## src/rtl/core/u8d_pkg.sv

```systemverilog
// ----------------------------------------------------------------------------
// u8d_pkg
// Shared types and constants for the UTF-8 to UTF-16 decoder: payload
// widths, code unit constants and the queued result record.
// ----------------------------------------------------------------------------
package u8d_pkg;

    // payload widths
    localparam int ByteWidth    = 8;
    localparam int UnitWidth    = 16;
    localparam int PendWidth    = 3;
    localparam int PartialWidth = 31;

    // code unit constants
    localparam logic [UnitWidth-1:0] ReplChar     = 16'hFFFD;
    localparam logic [UnitWidth-1:0] HighSurrBase = 16'hD800;
    localparam logic [UnitWidth-1:0] LowSurrBase  = 16'hDC00;

    // value range limits
    localparam logic [PartialWidth-1:0] SuppBase  = 31'h0001_0000;
    localparam logic [PartialWidth-1:0] ValueLimit = 31'h0011_0000;

    // longest lead byte wants this many continuation bytes
    localparam logic [PendWidth-1:0] MaxPending = 3'd5;

    // depth of the result queue
    localparam int QueueDepth = 4;

    // one UTF-16 result as it waits in the queue
    typedef struct packed {
        logic [UnitWidth-1:0] code_unit;
        logic                 replaced;
        logic                 last_unit;
        logic                 string_ok;
    } unit_t;

endpackage

```

## src/rtl/core/u8d_byte_if.sv

```systemverilog
// ----------------------------------------------------------------------------
// u8d_byte_if
// Valid/ready channel that carries one UTF-8 byte and its end-of-string flag.
// ----------------------------------------------------------------------------
interface u8d_byte_if;

    logic                          valid;
    logic                          ready;
    logic [u8d_pkg::ByteWidth-1:0] byte_in;
    logic                          end_of_string;

    modport source (
        output valid,
        output byte_in,
        output end_of_string,
        input  ready
    );

    modport sink (
        input  valid,
        input  byte_in,
        input  end_of_string,
        output ready
    );

endinterface

```

## src/rtl/core/u8d_unit_if.sv

```systemverilog
// ----------------------------------------------------------------------------
// u8d_unit_if
// Valid/ready channel that carries one UTF-16 code unit and its status flags.
// ----------------------------------------------------------------------------
interface u8d_unit_if;

    logic                          valid;
    logic                          ready;
    logic [u8d_pkg::UnitWidth-1:0] code_unit;
    logic                          replaced;
    logic                          last_unit;
    logic                          string_ok;

    modport source (
        output valid,
        output code_unit,
        output replaced,
        output last_unit,
        output string_ok,
        input  ready
    );

    modport sink (
        input  valid,
        input  code_unit,
        input  replaced,
        input  last_unit,
        input  string_ok,
        output ready
    );

endinterface

```

## src/rtl/core/utf8_to_utf16_decoder.sv

```systemverilog
// ----------------------------------------------------------------------------
// utf8_to_utf16_decoder
// Lenient UTF-8 to UTF-16 transcoder, one byte per transfer in, one code
// unit per transfer out.
// ----------------------------------------------------------------------------
// Usage:
//   utf8 takes one byte per transfer; end_of_string marks the last byte of a
//   string. utf16 gives one code unit per transfer. A byte gives zero, one or
//   two units (surrogate pair, or a replacement followed by the byte decoded
//   afresh). The last unit of a string carries last_unit and string_ok.
//   A byte's units are registered in the result queue and offered from there.
//   Throughput: one byte per cycle while the sink keeps up; the sink drains
//   one unit per cycle, so bytes that give two units can fill the queue and
//   drop ready. The byte decode is one pass of logic from the sequence state
//   into a four-entry result queue; ready is high while the queue has room
//   for two units, so a stalled sink fills the queue and then holds off the
//   source without losing anything.
//   Reset clears the sequence state, sets the string status to good and
//   empties the queue.
// ----------------------------------------------------------------------------
module utf8_to_utf16_decoder (
    input  logic               clk,
    input  logic               rst_n,
    u8d_byte_if.sink           utf8,
    u8d_unit_if.source         utf16
);

    localparam int PtrWidth   = $clog2(u8d_pkg::QueueDepth);
    localparam int CountWidth = $clog2(u8d_pkg::QueueDepth + 1);
    localparam logic [CountWidth-1:0] ReadyLimit = CountWidth'(u8d_pkg::QueueDepth - 2);

    // sequence state
    logic [u8d_pkg::PendWidth-1:0]    pending_reg,   pending_next;
    logic [u8d_pkg::PartialWidth-1:0] partial_reg,   partial_next;
    logic                             all_valid_reg, all_valid_next;

    // result queue
    u8d_pkg::unit_t                   fifo_reg [u8d_pkg::QueueDepth];
    logic [PtrWidth-1:0]              wr_ptr_reg,    wr_ptr_next;
    logic [PtrWidth-1:0]              rd_ptr_reg,    rd_ptr_next;
    logic [CountWidth-1:0]            count_reg,     count_next;

    logic                             in_xfer;
    logic                             out_xfer;

    // fresh decode of the byte
    logic                             fresh_emit;
    logic                             fresh_err;
    logic [u8d_pkg::UnitWidth-1:0]    fresh_unit;
    logic [u8d_pkg::PendWidth-1:0]    fresh_pend;
    logic [u8d_pkg::PartialWidth-1:0] fresh_part;

    // per byte results
    logic [u8d_pkg::ByteWidth-1:0]    b;
    logic                             is_cont;
    logic [u8d_pkg::PartialWidth-1:0] acc;
    logic [19:0]                      supp;
    logic [u8d_pkg::PendWidth-1:0]    pend_dec;
    logic [1:0]                       n_units;
    logic                             any_err;
    u8d_pkg::unit_t                   unit0;
    u8d_pkg::unit_t                   unit1;

    assign in_xfer  = utf8.valid && utf8.ready;
    assign out_xfer = utf16.valid && utf16.ready;
    assign b        = utf8.byte_in;
    assign is_cont  = (b[7:6] == 2'b10);
    assign acc      = {partial_reg[u8d_pkg::PartialWidth-7:0], b[5:0]};
    assign supp     = acc[19:0] - u8d_pkg::SuppBase[19:0];
    assign pend_dec = pending_reg - 3'd1;

    // handshake from queue fill
    assign utf8.ready  = (count_reg <= ReadyLimit);
    assign utf16.valid = (count_reg != '0);

    assign utf16.code_unit = fifo_reg[rd_ptr_reg].code_unit;
    assign utf16.replaced  = fifo_reg[rd_ptr_reg].replaced;
    assign utf16.last_unit = fifo_reg[rd_ptr_reg].last_unit;
    assign utf16.string_ok = fifo_reg[rd_ptr_reg].string_ok;

    // byte decoded with no sequence pending
    always_comb
    begin
        fresh_emit = 1'b0;
        fresh_err  = 1'b0;
        fresh_unit = u8d_pkg::ReplChar;
        fresh_pend = '0;
        fresh_part = '0;
        case (b) inside
            [8'h00:8'h7F]:
            begin
                fresh_emit = 1'b1;
                fresh_unit = {8'd0, b};
            end
            [8'h80:8'hBF]:
            begin
                fresh_emit = 1'b1;
                fresh_err  = 1'b1;
            end
            [8'hC0:8'hDF]:
            begin
                fresh_pend = 3'd1;
                fresh_part = {26'd0, b[4:0]};
            end
            [8'hE0:8'hEF]:
            begin
                fresh_pend = 3'd2;
                fresh_part = {27'd0, b[3:0]};
            end
            [8'hF0:8'hF7]:
            begin
                fresh_pend = 3'd3;
                fresh_part = {28'd0, b[2:0]};
            end
            [8'hF8:8'hFB]:
            begin
                fresh_pend = 3'd4;
                fresh_part = {29'd0, b[1:0]};
            end
            [8'hFC:8'hFD]:
            begin
                fresh_pend = 3'd5;
                fresh_part = {30'd0, b[0]};
            end
            default:
            begin
                fresh_emit = 1'b1;
                fresh_err  = 1'b1;
            end
        endcase
    end

    // sequence step, result units and end-of-string handling
    always_comb
    begin
        n_units      = 2'd0;
        any_err      = 1'b0;
        unit0        = '{code_unit: u8d_pkg::ReplChar, replaced: 1'b1,
                         last_unit: 1'b0, string_ok: 1'b0};
        unit1        = unit0;
        pending_next = pending_reg;
        partial_next = partial_reg;

        if (pending_reg != '0 && is_cont)
        begin
            // continuation byte
            if (pend_dec == '0)
            begin
                pending_next = '0;
                partial_next = '0;
                n_units      = 2'd1;
                if (acc < u8d_pkg::SuppBase)
                begin
                    unit0.code_unit = acc[u8d_pkg::UnitWidth-1:0];
                    unit0.replaced  = 1'b0;
                end
                else if (acc >= u8d_pkg::ValueLimit)
                begin
                    any_err = 1'b1;
                end
                else
                begin
                    n_units         = 2'd2;
                    unit0.code_unit = u8d_pkg::HighSurrBase | {6'd0, supp[19:10]};
                    unit0.replaced  = 1'b0;
                    unit1.code_unit = u8d_pkg::LowSurrBase | {6'd0, supp[9:0]};
                    unit1.replaced  = 1'b0;
                end
            end
            else
            begin
                pending_next = pend_dec;
                partial_next = acc;
            end
        end
        else if (pending_reg != '0)
        begin
            // broken sequence: replacement, then the byte afresh
            any_err      = 1'b1;
            pending_next = fresh_pend;
            partial_next = fresh_part;
            if (fresh_emit)
            begin
                n_units         = 2'd2;
                unit1.code_unit = fresh_unit;
                unit1.replaced  = fresh_err;
            end
            else
            begin
                n_units = 2'd1;
            end
        end
        else
        begin
            pending_next = fresh_pend;
            partial_next = fresh_part;
            any_err      = fresh_err;
            if (fresh_emit)
            begin
                n_units         = 2'd1;
                unit0.code_unit = fresh_unit;
                unit0.replaced  = fresh_err;
            end
        end

        // truncated sequence at end of string
        if (utf8.end_of_string && pending_next != '0)
        begin
            any_err = 1'b1;
            if (n_units == 2'd1)
            begin
                n_units = 2'd2;
            end
            else if (n_units == 2'd0)
            begin
                n_units = 2'd1;
            end
        end

        all_valid_next = all_valid_reg && !any_err;

        // mark the last unit of the string
        if (utf8.end_of_string)
        begin
            if (n_units == 2'd2)
            begin
                unit1.last_unit = 1'b1;
                unit1.string_ok = all_valid_next;
            end
            else
            begin
                unit0.last_unit = 1'b1;
                unit0.string_ok = all_valid_next;
            end
            pending_next   = '0;
            partial_next   = '0;
            all_valid_next = 1'b1;
        end
    end

    // queue pointers and fill
    always_comb
    begin
        wr_ptr_next = wr_ptr_reg;
        rd_ptr_next = rd_ptr_reg;
        count_next  = count_reg;
        if (in_xfer)
        begin
            wr_ptr_next = wr_ptr_reg + PtrWidth'(n_units);
            count_next  = count_next + CountWidth'(n_units);
        end
        if (out_xfer)
        begin
            rd_ptr_next = rd_ptr_reg + PtrWidth'(1);
            count_next  = count_next - CountWidth'(1);
        end
    end

    // control state
    always_ff @(posedge clk or negedge rst_n)
    begin
        if (!rst_n)
        begin
            pending_reg   <= '0;
            partial_reg   <= '0;
            all_valid_reg <= 1'b1;
            wr_ptr_reg    <= '0;
            rd_ptr_reg    <= '0;
            count_reg     <= '0;
        end
        else
        begin
            if (in_xfer)
            begin
                pending_reg   <= pending_next;
                partial_reg   <= partial_next;
                all_valid_reg <= all_valid_next;
            end
            wr_ptr_reg <= wr_ptr_next;
            rd_ptr_reg <= rd_ptr_next;
            count_reg  <= count_next;
        end
    end

    // queue storage
    always_ff @(posedge clk)
    begin
        if (in_xfer && n_units != 2'd0)
        begin
            fifo_reg[wr_ptr_reg] <= unit0;
        end
        if (in_xfer && n_units == 2'd2)
        begin
            fifo_reg[wr_ptr_reg + PtrWidth'(1)] <= unit1;
        end
    end

    // queue never overfills
    assert property (@(posedge clk) disable iff (!rst_n)
        count_reg <= CountWidth'(u8d_pkg::QueueDepth))
        else $error("result queue overfilled");

    // an end-of-string byte always leaves a unit to deliver
    assert property (@(posedge clk) disable iff (!rst_n)
        in_xfer && utf8.end_of_string |=> count_reg != '0)
        else $error("end of string produced no unit");

    // state returns to its idle values after a string ends
    assert property (@(posedge clk) disable iff (!rst_n)
        in_xfer && utf8.end_of_string |=> pending_reg == '0 && all_valid_reg)
        else $error("sequence state not cleared at end of string");

    // pending count stays within the longest sequence
    assert property (@(posedge clk) disable iff (!rst_n)
        pending_reg <= u8d_pkg::MaxPending)
        else $error("pending count out of range");

endmodule
```

## src/flat_wrapper.sv

```systemverilog
// flat-port wrapper written by rule: the top's interface ports become plain ports
module utf8_to_utf16_decoder_flat 
  (clk, rst_n, utf8_valid, utf8_byte_in, utf8_end_of_string, utf8_ready, utf16_valid, utf16_code_unit, utf16_replaced, utf16_last_unit, utf16_string_ok, utf16_ready);
  u8d_byte_if utf8_i ();
  u8d_unit_if utf16_i ();
  input  logic clk;
  input  logic rst_n;
  input wire logic [$bits(utf8_i.valid)-1:0] utf8_valid;
  input wire logic [$bits(utf8_i.byte_in)-1:0] utf8_byte_in;
  input wire logic [$bits(utf8_i.end_of_string)-1:0] utf8_end_of_string;
  output wire logic [$bits(utf8_i.ready)-1:0] utf8_ready;
  output wire logic [$bits(utf16_i.valid)-1:0] utf16_valid;
  output wire logic [$bits(utf16_i.code_unit)-1:0] utf16_code_unit;
  output wire logic [$bits(utf16_i.replaced)-1:0] utf16_replaced;
  output wire logic [$bits(utf16_i.last_unit)-1:0] utf16_last_unit;
  output wire logic [$bits(utf16_i.string_ok)-1:0] utf16_string_ok;
  input wire logic [$bits(utf16_i.ready)-1:0] utf16_ready;
  assign utf8_i.valid = utf8_valid;
  assign utf8_i.byte_in = utf8_byte_in;
  assign utf8_i.end_of_string = utf8_end_of_string;
  assign utf8_ready = utf8_i.ready;
  assign utf16_valid = utf16_i.valid;
  assign utf16_code_unit = utf16_i.code_unit;
  assign utf16_replaced = utf16_i.replaced;
  assign utf16_last_unit = utf16_i.last_unit;
  assign utf16_string_ok = utf16_i.string_ok;
  assign utf16_i.ready = utf16_ready;
  utf8_to_utf16_decoder u_core (.clk(clk), .rst_n(rst_n), .utf8(utf8_i), .utf16(utf16_i));
endmodule
```

## config.mk

```make
export PLATFORM = sky130hd
export DESIGN_NAME = utf8_to_utf16_decoder_flat
export DESIGN_NICKNAME = d
export VERILOG_FILES = /design/src/rtl/core/u8d_pkg.sv /design/src/rtl/core/u8d_byte_if.sv /design/src/rtl/core/u8d_unit_if.sv /design/src/rtl/core/utf8_to_utf16_decoder.sv /design/src/flat_wrapper.sv
export SDC_FILE = /design/constraint.sdc
export NUM_CORES = 1
export LEC_CHECK = 0
export BUFFER_PORTS_ARGS = -buffer_cell sky130_fd_sc_hd__buf_2
export CORE_ASPECT_RATIO = 1.4
export CORE_UTILIZATION = 62
export CTS_BUF_LIST = sky130_fd_sc_hd__clkbuf_4 sky130_fd_sc_hd__clkbuf_8 sky130_fd_sc_hd__clkbuf_16
export DETAILED_ROUTE_END_ITERATION = 10
export GPL_ROUTABILITY_DRIVEN = 0
export PLACE_DENSITY = 0.87
export SYNTH_ARGS = -nofsm -noshare
export SYNTH_HDL_FRONTEND = slang
export SYNTH_SLANG_ARGS = --single-unit
```

## constraint.sdc

```tcl
create_clock -name clk -period 5.5 [get_ports clk]
set_input_delay 0.55 -clock clk [delete_from_list [all_inputs] [get_ports clk]]
set_output_delay 0.55 -clock clk [all_outputs]
set_load 0.05 [all_outputs]
```

=== Word-level counts from Yosys, hierarchy flattened ===
Memory sizes are Yosys's and may differ from the RTL's.
Index checks and enable logic that the tools add are counted.

* Word-level logic and storage cells: 122
* Memory bits (writable): 76
* Bits of input ports: 13
* Register bits after elaboration: 36
* Memories kept: 1
* Output and inout port bits: 21

* Equal/unequal tests: 3
* Add/sub/neg operators: 7
* Reduce and logical (&&, ||, !) cells: 21
* Mux-type cells: 67
* Order comparisons: 17

{| class="wikitable"
|+ Memory list
! name !! words !! width !! rd ports !! clocked after memory_dff !! wr ports !! RTL line !! text
|-
| u_core.fifo_reg || 4 || 19 || 1 || 0 || 2 || utf8_to_utf16_decoder.sv:38 || <nowiki>u8d_pkg::unit_t fifo_reg [u8d_pkg::QueueDepth];</nowiki>
|}

{| class="wikitable"
|+ Operator list
! kind !! number
|-
| 2-to-1 mux 25 bit || 8
|-
| 2-to-1 mux 17 bit || 9
|-
| >= comparator 8 bit, second input constant || 6
|-
| <= comparator 8 bit, second input constant || 6
|-
| 2-to-1 mux 3 bit || 12
|-
| >= comparator 31 x 21 -> 1 bit, second input constant || 1
|-
| < comparator 31 x 17 -> 1 bit, second input constant || 1
|-
| 2-to-1 mux 15 bit || 2
|-
| 2-to-1 mux 2 bit || 14
|-
| 2-to-1 mux 1 bit || 21
|-
| subtractor 20 x 17 -> 20 bit, second input constant || 1
|-
| 2-to-1 mux 16 bit || 1
|-
| logical AND 1 bit || 14
|-
| nonzero test 3 bit || 3
|-
| >= comparator 8 x 1 -> 1 bit, second input constant || 1
|-
| <= comparator 8 x 7 -> 1 bit, second input constant || 1
|-
| subtractor 3 x 1 -> 3 bit, second input constant || 2
|-
| adder 2 x 1 -> 2 bit, second input constant || 2
|-
| equality test 2 bit, second input constant || 2
|-
| adder 3 x 2 -> 3 bit || 1
|-
| <= comparator 3 x 2 -> 1 bit, second input constant || 1
|-
| logical NOT 3 bit || 1
|-
| adder 2 bit || 1
|-
| equality test 2 x 1 -> 1 bit, second input constant || 1
|-
| other kinds (3) || 3
|}

=== Logic depth before layout (Yosys ltp) ===
Gate-level depths: netlist of the first run.

* Depth after elaboration: 20
* Gate-level depth with buffers: 16
* Mapped depth without buffers: 15

=== Worst setup path after synthesis of the first run ===
No wires, ideal clock.

* Kind: register to register
* Start: register u_core.pending_reg[0] (netlist bit)
* End: memory u_core.fifo_reg[1][0] (netlist bit), enable pin
* Arrival time: 3.874 ns
* Stages on the path, launching flop included: 14
* Setup slack: 1.227 ns
* Cell sequence: dfrtp_1 -> inv_1 -> ha_1 -> or3_1 -> a211oi_4 -> o2111ai_2 -> a21boi_1 -> buf_2 -> ha_1 -> nand2b_1 -> buf_1 -> o32ai_4 -> buf_6 -> o21bai_1

{| class="wikitable"
|+ RTL lines
! item !! RTL line !! text
|-
| start, declared || utf8_to_utf16_decoder.sv:33 || <nowiki>logic [u8d_pkg::PendWidth-1:0] pending_reg, pending_next;</nowiki>
|-
| start signal, assigned || utf8_to_utf16_decoder.sv:275 || <nowiki>pending_reg <= pending_next;</nowiki>
|-
| end, declared || utf8_to_utf16_decoder.sv:38 ||
|}

==> flow_summary.json, run 1 <==
{
  "status": "finished clean",
  "cts_buffers": 9,
  "slew_violations": 0,
  "cap_violations": 0,
  "grt_antenna_before_repair": 0,
  "grt_overflow": 0,
  "ios": 34,
  "grt_pass1_wl_mm": 21.9,
  "wl_per_cell_um": 21.3,
  "ant_nets": 0,
  "final_cell_mix": "76 x edfxtp_1, 42 x mux2i_1, 35 x dfrtp_1",
  "synth_cells": 479,
  "yosys_register_bits": 112,
  "fin_crit_sh_pct": 86.8,
  "hpwl_mm": 9.52,
  "critPathMaxFanout": 19,
  "seqPwrFrac_pct": 34.3,
  "clk_path_buf_depth": 2,
  "power_frac_comb_pct": 48.1,
  "drtPass1Iterations": 5,
  "synth_area_leaders": "edfxtp_1 36%, dfrtp_1 14%, mux4_2 6.8%",
  "path_clk_slew_ns": 0.07,
  "ys_types": 59,
  "hp-class": "input port to asynchronous set/reset pin",
  "crit_arrival_ns": 4.76,
  "power_frac_clock_pct": 17.6,
  "drc": 0,
  "p_int_w": 0.00198,
  "fin_skew_ns": 0.00730,
  "grtUsageTotal_pct": 28.0,
  "syn_area_per_cell_um2": 13.1,
  "grt_pass1_vias": 4162,
  "cts.sinks": 112,
  "core_um2": 9850,
  "hold_viol": 0,
  "worstSetupPathType": "register to register",
  "rsz0062_at_grt": "false",
  "slew_headroom_pct": 16.6,
  "placementRows": 43,
  "via_count": 4292,
  "final_common_cell": "edfxtp_1",
  "via_per_inst": 6.70,
  "fin_setup_tns_ns": 0,
  "cts_root_buf": "clkbuf_16",
  "largest_reg_flops": 76,
  "io_buffers": 33,
  "area_growth_pct": 8.48,
  "num_antenna_cells": 0,
  "syn-cell-area_um2": 6250,
  "utilization_pct": 68.9,
  "fmax_mhz": 209,
  "initial_utilization_pct": 63.5,
  "drive_gt1_share_pct": 23.7,
  "critPathTopFamily": "compound AO/OA/AOI/OAI gates",
  "final_nets": 525,
  "max_stage_delay_ns": 0.98,
  "holdBufCountCts": 0,
  "p_leak_nw": 2.33,
  "syn_nets": 503,
  "power_density_nw_per_um2": 515,
  "synth_top_area_cell": "edfxtp_1",
  "path_buf_inv": 3,
  "netSwitchingFraction_pct": 43.4,
  "cts_tree": "yes",
  "yosysWarnings": 0,
  "die_w_um": 86.9,
  "finalSetupViolations": 0,
  "slowest_stage": "a21boi_1",
  "max-vdd-ir-drop_v": 0.000243,
  "dieHeight_um": 121,
  "ctsResizeCount": 0,
  "htree_num_levels": 3,
  "drt_iter0_drc": 359,
  "post_cts_buffers": 0,
  "wl_mm": 13.6,
  "synth_top_area_share_pct": 36.5,
  "min_period_ns": 4.78,
  "tightest_slew_ns": 1.25,
  "crit_required_ns": 5.48,
  "synth_edf_count": 76,
  "synthArstFlopShare_pct": 32.1,
  "synthFlopType": "edfxtp_1",
  "path_cells": "inv_1, ha_1, nor2b_1, inv_1, nand2b_1, a21boi_1, ha_1, nand2b_1, o32ai_4, buf_4, o21bai_2",
  "power_switching_w": 0.00151,
  "worstSetupStartpointType": "register",
  "crit_path_end_kind": "register",
  "die_area_um2": 10500,
  "clk_latency_ns": 0.36,
  "ys_seq_area_share_pct": 50.9,
  "grt_max_degree": 37
}
## area by class of cell
class | instances | area (µm²)
clock buffers | 9 | 225
inverters | 9 | 33.8
clock inverters | 7 | 47.5
flip-flops and latches | 112 | 3180
repair buffers | 40 | 218
multi-input cells | 329 | 2910
fillers | 693 | 3060
well taps | 135 | 169
## routing by layer
layer / GRT usage, % / up-vias / routed length, µm / part of all wire (%)
met5: 0 / - / 0 / 0
met4: 9.90 / 0 / 375 / 2.7
met3: 4.78 / 42 / 701 / 5.1
met2: 47.8 / 180 / 7170 / 53
met1: 35.5 / 2142 / 5400 / 40
li1: - / 1928 / - / -
## through the flow
| step | setup WS (ns) | cell area, µm² | hold WS [ns] | total power, W | cells |
|---|---|---|---|---|---|
| 2_1_floorplan | 1.23 | 6250 | 0.254 | 0.00252 | 479 |
| 6_report | 0.724 | 6790 | 0.270 | 0.00349 | 641 |
| 3_3_place_gp | 0.968 | 6510 | 0.490 | 0.00281 | 625 |
| 3_5_place_dp | 0.791 | 6510 | 0.494 | 0.00289 | 625 |
| 4_1_cts | 0.771 | 6790 | 0.297 | 0.00350 | 641 |
| 5_1_grt | 0.354 | 6790 | 0.339 | 0.00367 | 641 |
## cells by family (layout without fill, tap and decap cells)
| logic type | count (synthesis) | count (layout) | synth area share, % |
|---|---|---|---|
| flops | 112 | 112 | 50.9 |
| xor+xnor | 8 | 8 | 1.12 |
| simple gates | 113 | 113 | 9.74 |
| mux | 94 | 94 | 19.5 |
| fa+ha+maj | 11 | 11 | 2.32 |
| buf+inv | 38 | 65 | 2.94 |
| compound gates | 103 | 103 | 13.5 |
## synth_stat cells, drive strengths merged (4+ instances only)
master and number:
nor4 9, mux2 33, inv 9, dfrtp 35, nand3 6, mux2i 42
xnor2 5, nand2b 8, edfxtp 76, nor3 6, or3 4, o22ai 6
o21ai 12, and2 6, nand2 32, mux4 19, o211ai 6, and3 5
a22o 23, nor2 11, buf 12, nand4 9, o32ai 4, o21bai 5
a21boi 9, ha 10, clkbuf 17, a21oi 20, nand3b 5
## worst paths after layout
kind,start,endpoint,slack (ns),cells after the start
worst max-delay path,u_core.pending_reg[0],u_core.fifo_reg[3][6],0.72,11
worst min-delay path,rst_n,u_core.wr_ptr_reg[1],0.27,1
worst max register to register,u_core.pending_reg[0],u_core.fifo_reg[3][6],0.72,11
worst min register to register,u_core.partial_reg[22],u_core.partial_reg[22],0.52,1
max in group asynchronous,rst_n,u_core.partial_reg[7],4.71,1
min in group clk,u_core.partial_reg[22],u_core.partial_reg[22],0.52,1
## worst register-to-register path: stages, from the launching register on
cell	delay (ns)
dfrtp_1	0.40
inv_1	0.08
ha_1	0.21
nor2b_1	0.21
inv_1	0.34
nand2b_1	0.38
a21boi_1	0.99
ha_1	0.43
nand2b_1	0.42
o32ai_4	0.15
buf_4	0.29
o21bai_2	0.51
## power by group through the flow
stage          logic [W]  registers, W  clock network (W)
6_report         0.00168       0.00120           0.000614
5_1_grt          0.00181       0.00121           0.000646
4_1_cts          0.00168       0.00120           0.000615
3_5_place_dp     0.00167       0.00122                  0
3_3_place_gp     0.00160       0.00121                  0
2_1_floorplan    0.00136       0.00116                  0
Note: power is estimated with default switching activity, not from simulation.
==> run 2, diff against run 1 <==
--- a/config.mk
+++ b/config.mk
@@ -9,3 +9,3 @@
 export CORE_ASPECT_RATIO = 1.4
-export CORE_UTILIZATION = 62
+export CORE_UTILIZATION = 64
 export CTS_BUF_LIST = sky130_fd_sc_hd__clkbuf_4 sky130_fd_sc_hd__clkbuf_8 sky130_fd_sc_hd__clkbuf_16
@@ -13,3 +13,3 @@
 export GPL_ROUTABILITY_DRIVEN = 0
-export PLACE_DENSITY = 0.87
+export PLACE_DENSITY = 0.89
 export SYNTH_ARGS = -nofsm -noshare
==> constraint.sdc (replaced) <==
create_clock -name clk -period 5.9 [get_ports clk]
set_input_delay 0.59 -clock clk [delete_from_list [all_inputs] [get_ports clk]]
set_output_delay 0.59 -clock clk [all_outputs]
set_load 0.01 [all_outputs]
==> run 2 against run 1 <==
Effect of this change: routed wire length rose by 1.6%; sequential cell count did not move; die area fell by 3.1%; clock skew fell by 0.0011 ns; fmax rose by 0.48%; power fell by 12%; register-to-register slack improved by 0.42 ns; critical path depth did not move; critical path type unchanged; largest cell class unchanged.
==> flow_summary.json, run 2 (synthesis results as in run 1) <==
{
  "worstSetupPathType": "register to register",
  "hp-class": "input port to asynchronous set/reset pin",
  "slew_headroom_pct": 11.3,
  "dp_cells": 600,
  "via_per_inst": 6.96,
  "grt_pass1_vias": 4312,
  "slew_violations": 0,
  "worstSetupStartpointType": "register",
  "area_growth_pct": 8.72,
  "top_layer": "met4",
  "ios": 34,
  "wl_met2_mm": 7.12,
  "cts.sinks": 112,
  "fin_cells": 616,
  "power_density_nw_per_um2": 450,
  "wl_met1_mm": 5.49,
  "placementRows": 42,
  "grtUsageTotal_pct": 29.8,
  "hold_viol": 0,
  "initial_utilization_pct": 66.1,
  "clk_latency_ns": 0.36,
  "die_w_um": 85.6,
  "fin_skew_ns": 0.00624,
  "crit_path_end_kind": "register",
  "critPathMaxFanout": 19,
  "rrSetupSlack_ns": 1.15,
  "fin_setup_tns_ns": 0,
  "cts_root_buf": "clkbuf_16",
  "dieHeight_um": 119,
  "p_leak_nw": 2.36,
  "finalPower_w": 0.00306,
  "cts_tree": "yes",
  "drt_iter0_drc": 355,
  "grt_overflow": 0,
  "final_cell_mix": "76 x edfxtp_1, 42 x mux2i_1, 35 x dfrtp_1",
  "cts_buffers": 9,
  "worstSetupEndpoint": "u_core.fifo_reg[1][2]",
  "tightest_slew_ns": 1.33,
  "wl_mm": 13.9,
  "grt_antenna_before_repair": 0,
  "io_buffers": 33,
  "grt_max_degree": 38,
  "drc": 0,
  "num_antenna_cells": 0,
  "reg2reg_depth": 11,
  "grt_pass1_wl_mm": 22.7,
  "ant_nets": 0,
  "via_count": 4287,
  "utilization_pct": 71.9,
  "fmax_mhz": 210,
  "die_area_um2": 10200,
  "core_um2": 9460,
  "met3_length_um": 808,
  "ctsResizeCount": 0,
  "drtPass1Iterations": 5,
  "crit_required_ns": 5.88,
  "postLayoutSetupSlackWorst_ns": 1.15,
  "final_nets": 525,
  "clk_path_buf_depth": 2,
  "post_cts_buffers": 0,
  "dp_slack_ns": 1.19,
  "drive_gt1_share_pct": 24.1,
  "r2r-start": "u_core.pending_reg[0]",
  "final_common_cell": "edfxtp_1",
  "wl_per_cell_um": 22.5,
  "cap_violations": 0,
  "crit_start": "u_core.pending_reg[0]",
  "max-vdd-ir-drop_v": 0.000228,
  "crit_arrival_ns": 4.73,
  "min_period_ns": 4.75,
  "holdBufCountCts": 0,
  "r2r-end": "u_core.fifo_reg[1][2]",
  "path_clk_slew_ns": 0.07,
  "rsz0062_at_grt": "false",
  "fin_crit_sh_pct": 80.6,
  "htree_num_levels": 3,
  "largest_reg_flops": 76,
  "status": "finished clean",
  "finalSetupViolations": 0,
  "hpwl_mm": 9.70
}
run 2: cell count changes in the layout (fill, tap and decap cells not counted):
cell / before / now
clkinv_1: 3 / 1
inv_8: 1 / 0
clkinv_4: 2 / 1
clkinv_2: 0 / 1
inv_6: 0 / 1
bufinv_16: 0 / 2
run 2: power by group:
group | internal [W] | total [W] | switching (W)
clock | 0.000372 | 0.000646 | 0.000274
sequential | 0.00103 | 0.00112 | 0.0000906
combinational | 0.000526 | 0.00130 | 0.000773
total | 0.00192 | 0.00306 | 0.00114
run 2: stage by stage:
step | instance area, µm² | hold slack (ns)
after detailed placement | 6480 | 0.493
after global routing | 6800 | 0.404
final | 6800 | 0.319
after global placement | 6480 | 0.491
after floorplan | 6250 | 0.294
after CTS | 6800 | 0.338
run 2: metal layers:
metal	track usage [%]	vias up
li1	-	1922
met1	39.1	2127
met2	49.5	199
met3	4.64	39
met4	12.2	0
met5	0	-
run 2: area by class of cell:
class / count / area (µm²)
Clock buffer: 9 / 225
Clock inverter: 7 / 93.8
Fill cell: 615 / 2660
Inverter: 9 / 33.8
Multi-Input combinational cell: 329 / 2910
Sequential cell: 112 / 3180
Tap cell: 110 / 138
Timing Repair Buffer: 40 / 218
run 2: worst max-delay path, cell delays in order (launching register included):
cell	delay, ns
dfrtp_1	0.42
inv_1	0.08
ha_1	0.21
nor2b_1	0.20
inv_1	0.33
nand2b_1	0.38
a21boi_1	0.99
ha_1	0.41
nand2b_1	0.41
o32ai_4	0.14
buf_4	0.28
o21bai_2	0.49
run 2: how the worst min path moves through the flow:
stage	cells after the start	from	end
after floorplan	0	rst_n	u_core.count_reg[0]
after global placement	1	u_core.pending_reg[1]	u_core.pending_reg[1]
after detailed placement	1	u_core.pending_reg[1]	u_core.pending_reg[1]
after CTS	1	rst_n	u_core.pending_reg[2]
after global routing	1	rst_n	u_core.count_reg[1]
final	1	rst_n	u_core.count_reg[1]
==> run 3, diff against run 2 <==
- CORE_UTILIZATION: 64 -> 62
- PLACE_DENSITY: 0.89 -> 0.87
- clock period: 5.9 -> 4.9 ns (I/O delays scaled with it)
==> run 3 against run 2 <==
Effect of this change: sequential share of layout area is 0.31 points lower; first-iteration DRC count is 3.1% higher; fmax is 8.5% higher; highest routed layer unchanged.
==> flow_summary.json, run 3 (synthesis results as in run 1) <==
{
  "worstSetupStartpointType": "register",
  "dieHeight_um": 121,
  "multi_input_area_um2": 2910,
  "drt_iter0_drc": 366,
  "fin_skew_ns": 0.00756,
  "final-seq-area_um2": 3180,
  "crit_path_end_kind": "register",
  "grt_antenna_before_repair": 0,
  "grt_pass1_vias": 4339,
  "cts_tree": "yes",
  "p_int_w": 0.00227,
  "status": "finished clean",
  "fmax_mhz": 228,
  "final_cell_mix": "76 x edfxtp_1, 42 x mux2i_1, 35 x dfrtp_1",
  "hold_ws_ns": 0.232,
  "dp_slack_ns": 0.584,
  "slew_violations": 0,
  "core_um2": 9850,
  "die_w_um": 86.9,
  "cap_violations": 0,
  "io_buffers": 33,
  "ctsResizeCount": 0,
  "placementRows": 43,
  "final_common_cell": "edfxtp_1",
  "netSwitchingFraction_pct": 37.1,
  "seqPwrFrac_pct": 37.1,
  "power_frac_clock_pct": 20.1,
  "hpwl_mm": 9.21,
  "area_growth_pct": 9.44,
  "cts.sinks": 112,
  "drtPass1Iterations": 4,
  "cts_root_buf": "clkbuf_16",
  "slew_headroom_pct": 19.0,
  "critPathMaxFanout": 17,
  "htree_num_levels": 3,
  "power_frac_comb_pct": 42.8,
  "clk_path_buf_depth": 2,
  "grt_max_degree": 37,
  "fin_setup_tns_ns": 0,
  "drc": 0,
  "grt_pass1_wl_mm": 22.1,
  "ant_nets": 0,
  "max-vdd-ir-drop_v": 0.000315,
  "via_per_inst": 6.68,
  "drive_gt1_share_pct": 25.0,
  "initial_utilization_pct": 63.5,
  "grt_overflow": 0,
  "worstSetupPathType": "register to register",
  "holdBufCountCts": 0,
  "ios": 34,
  "min_period_ns": 4.38,
  "grtUsageTotal_pct": 28.1,
  "wl_mm": 13.7,
  "die_area_um2": 10500,
  "finalSetupViolations": 0,
  "fillers": 664,
  "rsz0062_at_grt": "false",
  "path_clk_slew_ns": 0.07,
  "postLayoutSetupSlackWorst_ns": 0.517,
  "fin_crit_sh_pct": 89.4,
  "post_cts_buffers": 0,
  "p_leak_nw": 2.38,
  "hold_viol": 0,
  "power_density_nw_per_um2": 528,
  "largest_reg_flops": 76,
  "num_antenna_cells": 0,
  "crit_required_ns": 5.01,
  "power_switching_w": 0.00134,
  "wl_per_cell_um": 21.2,
  "cts_buffers": 9,
  "via_count": 4313,
  "clk_latency_ns": 0.35,
  "hp-class": "input port to asynchronous set/reset pin",
  "tightest_slew_ns": 1.21,
  "crit_arrival_ns": 4.49,
  "final_nets": 530
}
## run 3: cell count changes in the layout (fill, tap and decap cells not counted)
cell        delta
clkinv_1       -1
clkbuf_4       +3
bufinv_16      -2
clkinvlp_4     -1
clkinv_4       -1
buf_4          +5
inv_6          +1
clkbuf_16      +1
## run 3: cell type report
type                            instances  area share (%)
Sequential cell                       112            46.5
Timing Repair Buffer                   45            3.73
Clock buffer                           13            3.98
Tap cell                              135            2.47
Inverter                                9           0.494
Clock inverter                          3           0.329
Multi-Input combinational cell        329            42.5
## run 3: critical path, stage by stage, from the launching register on
cell	delay, ns
dfrtp_1	0.41
inv_1	0.08
ha_1	0.25
or3_1	0.41
a211oi_4	0.44
o2111ai_2	0.34
a21boi_1	0.23
buf_4	0.22
ha_1	0.28
nand2b_1	0.37
o32ai_4	0.36
buf_4	0.35
mux2_2	0.38
## run 3: final timing paths
kind,slack [ns],depth (start not counted),endpoint,from
worst max-delay path,0.52,12,u_core.fifo_reg[0][8],u_core.pending_reg[0]
worst min-delay path,0.23,1,u_core.count_reg[1],rst_n
worst max register to register,0.52,12,u_core.fifo_reg[0][8],u_core.pending_reg[0]
worst min register to register,0.51,1,u_core.partial_reg[22],u_core.partial_reg[22]
max in group asynchronous,4.14,1,u_core.partial_reg[6],rst_n
min in group clk,0.47,3,u_core.all_valid_reg,utf8_valid
## run 3: through the flow
stage	instances	total power, W	instance area (µm²)	util [%]
2_1_floorplan	479	0.00250	6250	-
3_3_place_gp	630	0.00282	6550	66.5
3_5_place_dp	630	0.00289	6550	66.5
4_1_cts	646	0.00362	6850	69.5
5_1_grt	646	0.00383	6850	69.5
6_report	646	0.00362	6850	69.5
## run 3: routing by layer
layer | vias to the layer above | part of all wire, % | global-route usage (%)
met3 | 45 | 5.4 | 5.73
met1 | 2136 | 39 | 35.2
met2 | 195 | 52 | 46.0
li1 | 1937 | - | -
met4 | 0 | 3.2 | 14.5
met5 | - | 0 | 0
## run 3: power groups by stage
stage          Combinational [W]  Clock (W)  Sequential, W
2_1_floorplan            0.00119          0        0.00130
5_1_grt                  0.00170   0.000765        0.00136
4_1_cts                  0.00155   0.000731        0.00134
3_3_place_gp             0.00147          0        0.00135
6_report                 0.00155   0.000727        0.00134
3_5_place_dp             0.00153          0        0.00136
